File: src/sv/spq_pkg.sv
// ----------------------------------------------------------------------------
// spq_pkg
// Shared types and constants for the sorted-array priority queue.
// ----------------------------------------------------------------------------
package spq_pkg;

  localparam int DEFAULT_CAPACITY = 16;

  localparam logic OP_INSERT = 1'b0;
  localparam logic OP_REMOVE = 1'b1;

  typedef struct packed {
    logic               op;
    logic signed [31:0] key_in;
    logic        [15:0] tag_in;
  } req_t;

  typedef struct packed {
    logic               ok;
    logic signed [31:0] key_out;
    logic        [15:0] tag_out;
    logic        [4:0]  count_out;
    logic               is_empty;
    logic               is_full;
  } rsp_t;

  // Commands from the controller to the datapath.
  typedef struct packed {
    logic load;
    logic exec;
  } ctl_t;

endpackage

File: src/sv/spq_ctrl.sv
// ----------------------------------------------------------------------------
// spq_ctrl
// Sequencer: accepts one item, runs the datapath update, strobes the result.
// ----------------------------------------------------------------------------
module spq_ctrl (
  input  logic          clk,
  input  logic          rst,
  input  logic          start,
  output logic          busy,
  output logic          done,
  output spq_pkg::ctl_t ctl
);

  typedef enum logic [2:0] {
    S_IDLE = 3'b001,
    S_EXEC = 3'b010,
    S_DONE = 3'b100
  } state_t;

  state_t state;
  state_t state_next;

  always_comb begin
    state_next = state;
    unique case (state)
      S_IDLE: begin
        if (start) state_next = S_EXEC;
      end
      S_EXEC: state_next = S_DONE;
      S_DONE: state_next = S_IDLE;
      default: state_next = S_IDLE;
    endcase
  end

  always_ff @(posedge clk) begin
    if (rst) begin
      state <= S_IDLE;
    end else begin
      state <= state_next;
    end
  end

  assign busy     = (state != S_IDLE);
  assign done     = (state == S_DONE);
  assign ctl.load = (state == S_IDLE) && start;
  assign ctl.exec = (state == S_EXEC);

endmodule

File: src/sv/spq_datapath.sv
// ----------------------------------------------------------------------------
// spq_datapath
// Row of key/tag cells kept in ascending order; every cell picks its next
// value in parallel for an insert or a remove.
// ----------------------------------------------------------------------------
module spq_datapath #(
  parameter int CAPACITY = spq_pkg::DEFAULT_CAPACITY
) (
  input  logic          clk,
  input  logic          rst,
  input  spq_pkg::ctl_t ctl,
  input  spq_pkg::req_t req,
  output spq_pkg::rsp_t rsp
);

  localparam int CNT_W = $clog2(CAPACITY + 1);

  spq_pkg::req_t      req_r;
  logic [CNT_W-1:0]   count;
  logic [CNT_W-1:0]   count_next;
  logic signed [31:0] key_store [CAPACITY];
  logic        [15:0] tag_store [CAPACITY];
  logic signed [31:0] key_ins   [CAPACITY];
  logic        [15:0] tag_ins   [CAPACITY];
  logic               le        [CAPACITY];
  logic               is_ins;
  logic               ins_ok;
  logic               rem_ok;
  logic [CNT_W+4:0]   count_wide;

  assign is_ins = (req_r.op == spq_pkg::OP_INSERT);
  assign ins_ok = is_ins && (count < CNT_W'(CAPACITY));
  assign rem_ok = !is_ins && (count != '0);

  // Cell i holds a key no larger than the new one: it keeps its place.
  genvar g;
  generate
    for (g = 0; g < CAPACITY; g++) begin : g_cell
      assign le[g] = (CNT_W'(g) < count) && (key_store[g] <= req_r.key_in);
      if (g == 0) begin : g_head
        always_comb begin
          if (le[g]) begin
            key_ins[g] = key_store[g];
            tag_ins[g] = tag_store[g];
          end else begin
            key_ins[g] = req_r.key_in;
            tag_ins[g] = req_r.tag_in;
          end
        end
      end else begin : g_body
        always_comb begin
          if (le[g]) begin
            key_ins[g] = key_store[g];
            tag_ins[g] = tag_store[g];
          end else if (le[g-1]) begin
            key_ins[g] = req_r.key_in;
            tag_ins[g] = req_r.tag_in;
          end else begin
            key_ins[g] = key_store[g-1];
            tag_ins[g] = tag_store[g-1];
          end
        end
      end
    end
  endgenerate

  always_comb begin
    count_next = count;
    if (ins_ok) count_next = count + CNT_W'(1);
    else if (rem_ok) count_next = count - CNT_W'(1);
  end

  assign count_wide = (CNT_W + 5)'(count_next);

  always_ff @(posedge clk) begin
    if (ctl.load) req_r <= req;
  end

  always_ff @(posedge clk) begin
    if (rst) begin
      count <= '0;
    end else if (ctl.exec) begin
      count <= count_next;
    end
  end

  // Advance the cells: shift back behind the new key, or forward on remove.
  always_ff @(posedge clk) begin
    if (ctl.exec) begin
      if (ins_ok) begin
        for (int i = 0; i < CAPACITY; i++) begin
          key_store[i] <= key_ins[i];
          tag_store[i] <= tag_ins[i];
        end
      end else if (rem_ok) begin
        for (int i = 0; i < CAPACITY - 1; i++) begin
          key_store[i] <= key_store[i+1];
          tag_store[i] <= tag_store[i+1];
        end
      end
    end
  end

  always_ff @(posedge clk) begin
    if (ctl.exec) begin
      rsp.ok        <= ins_ok || rem_ok;
      rsp.key_out   <= rem_ok ? key_store[0] : '0;
      rsp.tag_out   <= rem_ok ? tag_store[0] : '0;
      rsp.count_out <= count_wide[4:0];
      rsp.is_empty  <= (count_next == '0);
      rsp.is_full   <= (count_next == CNT_W'(CAPACITY));
    end
  end

  a_count_bound: assert property (@(posedge clk) disable iff (rst)
    count <= CNT_W'(CAPACITY))
    else $error("entry count above capacity");

  a_head_sorted: assert property (@(posedge clk) disable iff (rst)
    count >= CNT_W'(2) |-> key_store[0] <= key_store[1])
    else $error("head cells out of order");

  a_remove_count: assert property (@(posedge clk) disable iff (rst)
    ctl.exec && rem_ok |=> count == $past(count) - CNT_W'(1))
    else $error("remove did not drop the count");

  a_refused_zero: assert property (@(posedge clk) disable iff (rst)
    ctl.exec && !ins_ok && !rem_ok |=> !rsp.ok && rsp.key_out == '0 && rsp.tag_out == '0)
    else $error("refused item returned data");

endmodule

File: src/sv/sorted_array_priority_queue_unit.sv
// ----------------------------------------------------------------------------
// sorted_array_priority_queue_unit
// Minimum priority queue of key/tag pairs held as an ascending sorted array.
// ----------------------------------------------------------------------------
// Use: drive request (op, key_in, tag_in) and raise start while busy is low;
// the item is taken at that edge. op insert places the pair behind every
// stored pair with an equal or smaller signed key; op remove returns the
// smallest pair. Each item yields one result on the result port, valid for
// exactly one cycle while done is high: ok, removed key and tag (zero
// otherwise), entry count, empty and full flags. An insert on a full queue
// or a remove on an empty one returns ok low and changes nothing.
// Timing: after the accepting edge the controller passes through an update
// state, in which all cells compare and shift together, and a report state
// with done high; the result is registered at the edge on which done rises.
// Busy drops in the cycle after done, so a new item is taken only once the
// last one is through. The receiver cannot stall the result.
// Reset (rst, synchronous) empties the queue at once; no clearing pass.
// ----------------------------------------------------------------------------
module sorted_array_priority_queue_unit #(
  parameter int CAPACITY = spq_pkg::DEFAULT_CAPACITY
) (
  input  logic          clk,
  input  logic          rst,
  input  logic          start,
  output logic          busy,
  input  spq_pkg::req_t request,
  output logic          done,
  output spq_pkg::rsp_t result
);

  spq_pkg::ctl_t ctl;

  spq_ctrl u_ctrl (
    .clk   (clk),
    .rst   (rst),
    .start (start),
    .busy  (busy),
    .done  (done),
    .ctl   (ctl)
  );

  spq_datapath #(
    .CAPACITY (CAPACITY)
  ) u_datapath (
    .clk (clk),
    .rst (rst),
    .ctl (ctl),
    .req (request),
    .rsp (result)
  );

endmodule

File: config.mk
export PLATFORM = sky130hd
export DESIGN_NAME = sorted_array_priority_queue_unit
export DESIGN_NICKNAME = d
export VERILOG_FILES = /design/src/sv/spq_pkg.sv /design/src/sv/spq_ctrl.sv /design/src/sv/spq_datapath.sv /design/src/sv/sorted_array_priority_queue_unit.sv
export SDC_FILE = /design/constraint.sdc
export NUM_CORES = 2
export LEC_CHECK = 0
export ABC_AREA = 1
export ABC_CLOCK_PERIOD_IN_PS = 9300
export BUFFER_PORTS_ARGS = -buffer_cell sky130_fd_sc_hd__buf_4
export CAP_MARGIN = 40
export CORE_ASPECT_RATIO = 0.75
export CORE_MARGIN = 5
export CORE_UTILIZATION = 40
export DETAILED_ROUTE_END_ITERATION = 12
export GPL_TIMING_DRIVEN = 0
export PLACE_DENSITY = 0.63
export RECOVER_POWER = 25
export SETUP_SLACK_MARGIN = 0.02
export SKIP_LAST_GASP = 1
export SLEW_MARGIN = 10
export SYNTH_ARGS = -nofsm -noshare
export SYNTH_HDL_FRONTEND = slang
export SYNTH_SLANG_ARGS = --single-unit
File: constraint.sdc
create_clock -name clk -period 9.3 [get_ports clk]
set_input_delay 1.86 -clock clk [delete_from_list [all_inputs] [get_ports clk]]
set_output_delay 1.86 -clock clk [all_outputs]
set_load 0.005 [all_outputs]
==> impl_summary.txt <==
----------------------------------------------------
[Layout]
  Leading cell types in the layout, fill and taps excluded ... 2737 x nand2_1, 1443 x nand3_1, 873 x edfxtp_1
  Net count reported at finish ... about 8300
  Post-route standard cell area excluding fillers ... approximately 65000 sq um
  Area growth from synthesis to layout ... 11.6%
  Layout cells sized above 1 ... under 10%
  Fill cells ... 14500
  Leading cell type in the layout, fill and taps excluded ... nand2_1

[Floorplan]
  Die area ... 155000 sq um
  Chip height ... 342 um
  Horizontal die dimension ... 452 um
  Standard-cell row count ... roughly 120
  Core area ... roughly 150000 sq um
  Initial core utilization ... roughly two fifths
  Number of primary I/O pins ... 110

[Critical path]
  Crit. End Element ... flop
  CP Launch Type ... flop
  Critical Setup Path Class ... reg -> reg
  Arrival time worst endpoint ... roughly 6.5 ns
  Worst-path maximum fanout ... 31
  Worst Path Required ... between 9 and 10 ns

[Clock tree]
  Hold buffer count at cts ... 0
  Total clock buffers created by CTS ... 95
  Sink count of the clock tree ... between 800 and 900
  TritonCTS clock tree ... built
  Number of gates resized after CTS ... 0
  Root buffer selected by CTS ... clkbuf_16
  Post-CTS repair timing setup buffer count ... 0
  Skew-Pair Late Insertion Delay ... roughly 0.73 ns
  CTS clk-pin slew, worst paths ... ~0.06 ns
  Count of H-tree levels built during CTS ... 3
  Longest Clk Path Bufs ... 3

[STA]
  Final worst slack ... about 3.1 ns
  Final Hold Viols ... 0
  Tcrit/Tclk final ... between 60% and 70%
  Setup repair after global routing missed its margin ... no
  Worst-case hold slack ... slightly above 0.5 ns
  Count of final max-slew check failures ... about 110
  Relative slew margins ... -30.2%
  Setup violators final ... 0
  Clock Skews ... about 0.035 ns
  Max Freq ... 160 MHz
  Transition time at the pin with the least slew margin ... around 2 ns
  Final worst path period need ... roughly 6.2 ns

[Synthesis]
  Async set-or-reset flop fraction in the synthesized netlist ... 0%
  Number of flops mapped to enable cells by yosys ... ~870
  Yosys cell types ... 35
  Yosys warning total ... 0
  Fraction of post-synthesis cell area in the top cell type by area ... between 40% and 50%
  Cell area after synthesis ... about 59000 sq um
  Most instantiated flip-flop cell in the synthesis netlist ... edfxtp_1
  Leading post-synthesis cells by cell area ... edfxtp_1 45%, nand2_1 18%, nand3_1 12%
  Sequential area share after synthesis ... between 40 and 50%
  Post-Syn Nets ... just over 8000
  Mapped Avg Cell Area ... a little under 8 sq um
  Synthesized flop and latch total ... around 880
  Count of mapped cells out of synthesis ... approximately 7500
  Library cell occupying the most area in the post-synthesis netlist ... edfxtp_1

[Placed design]
  Pre-CTS worst setup slack ... approximately 4.5 ns
  GP Congestion ... 0.900
  Detailed Place HPWL ... roughly 150000 um
  Count of input and output buffers ... 109
  Dpl cell area ... about 63000 sq um

[Run]
  Max Cap Violations ... 4

[Status]
  Violated checks ... max-capacitance violations, max-slew violations
  Outcome ... finished, violations left

[Routing]
  Routed length per instance ... approximately 18 um
  Starting DRC count in detailed routing ... about 5000
  Post-detailed-route DRC marker count ... 0
  Post-DR vias/cell ... between 5 and 6
  Router iterations before antenna repair ... 6
  Number of vias in the routed layout ... about 50000
  ANT nets after route ... 0
  DRT Wirelength ... between 150000 and 200000 um

[Min path]
  Hold crit path type ... reg -> reg

[GRT]
  Global router's overall resource usage ... a little under a quarter
  Met1 demand-to-capacity share in global routing ... between 30 and 40%
  Wire length of the first global-routing pass ... about 270000 um
  Met3 Usage GRT ... about 3.5%
  Layer with the highest usage ... met2
  Pin count of the biggest net entering global routing ... 34
  Via count of the first global-routing pass ... 47700
  Met2 track utilization from global routing ... between 30% and 40%
  Grt ovf ... 0
  Antenna violations before repair ... 2

[Pwr]
  Power Dens Cells ... 146 nW/um^2
  Worst vdd ir ... between 100 and 150 uV
  Pleak ... 0.0312 uW

----------------------------------------------------
worst max-delay path: stages (launching register included):
cell,delay [ns]
dfxtp_1,0.33
inv_1,0.05
nor3_1,0.75
inv_1,0.28
nor2_1,0.63
clkbuf_1,0.60
clkbuf_1,0.91
clkbuf_1,0.92
clkbuf_1,1.31
cell families after synthesis:
logic type	after synthesis	share of synthesized area [%]
AOI/OAI and AO/OA	367	3.35
xor gates and xnor gates	2	0.0299
buffers and inverters	1317	9.33
and+or+nand+nor	4458	32.1
DFF	881	44.9
adders and majority gates	483	10.3
cell type report:
class	instances	area (sq um)	share of cell area, %
clock inverters	54	601	0.917
repair buffers	143	1260	1.92
flip-flops and latches	881	26400	40.3
plain buffers	441	2170	3.31
multi-input cells	5310	26800	40.9
well taps	1968	2460	3.76
diodes	1	2.50	0.00382
inverters	876	3290	5.02
clock buffers	118	2530	3.86
routing by layer:
layer  routed length [um]  up-vias  share of wire (%)
li1                     -    25200                  -
met1                85200    22700                 47
met2                75400     1937                 42
met3                14200      228                7.9
met4                 4560        0                2.5
met5                    0        -                  0
path summary, 6_finish.rpt:
kind                                start                            to  slack [ns]  depth (start not counted)
max                       u_ctrl.state[1]   u_datapath.key_store[15][8]        3.05                          8
min          u_datapath.key_store[15][23]  u_datapath.key_store[14][23]        0.51                          2
max reg2reg               u_ctrl.state[1]   u_datapath.key_store[15][8]        3.05                          8
min reg2reg  u_datapath.key_store[15][23]  u_datapath.key_store[14][23]        0.51                          2
state kept, by name (all words and copies together) (netlist names):
signal and flops:
u_datapath.key_store 512, u_datapath.tag_store 256, u_datapath.rsp 56, u_datapath.req_r 49, u_datapath.count 5, u_ctrl.state 3
synthesized netlist by cell type (5+ instances only):
| cell type | instances |
|---|---|
| nand3_1 | 1434 |
| buf_6 | 23 |
| buf_2 | 171 |
| o21a_1 | 29 |
| clkbuf_1 | 184 |
| nor3_1 | 5 |
| a21oi_1 | 218 |
| nor2_2 | 7 |
| nor2_1 | 196 |
| buf_4 | 38 |
| edfxtp_1 | 873 |
| dfxtp_1 | 8 |
| nand2_1 | 2748 |
| nand4_1 | 38 |
| ha_1 | 483 |
| buf_1 | 25 |
| nand3_2 | 12 |
| nor4_2 | 5 |
| a21o_1 | 16 |
| o21ai_0 | 89 |
| inv_2 | 8 |
| o21ai_1 | 8 |
| inv_1 | 868 |
| nand2_2 | 8 |
stage by stage:
step                      total power (uW)  setup TNS [ns]  utilization, %  std cells
after global routing                  9910               0            45.0       9791
final                                 9570               0            45.0       9792
after CTS                             9610               0            45.2       9789
after floorplan                       5280               0               -       7508
after detailed placement              5670               0            43.0       9617
after global placement                5620         -517.74            42.6       9585
where the power goes:
| group | switching (uW) | internal (uW) | leakage (uW) |
|---|---|---|---|
| logic | 799 | 337 | 0.0216 |
| clock network | 1700 | 2280 | 0.00151 |
| registers | 41.2 | 4420 | 0.00802 |
| total | 2540 | 7030 | 0.0312 |
Note: power is estimated with default switching activity, not from simulation.
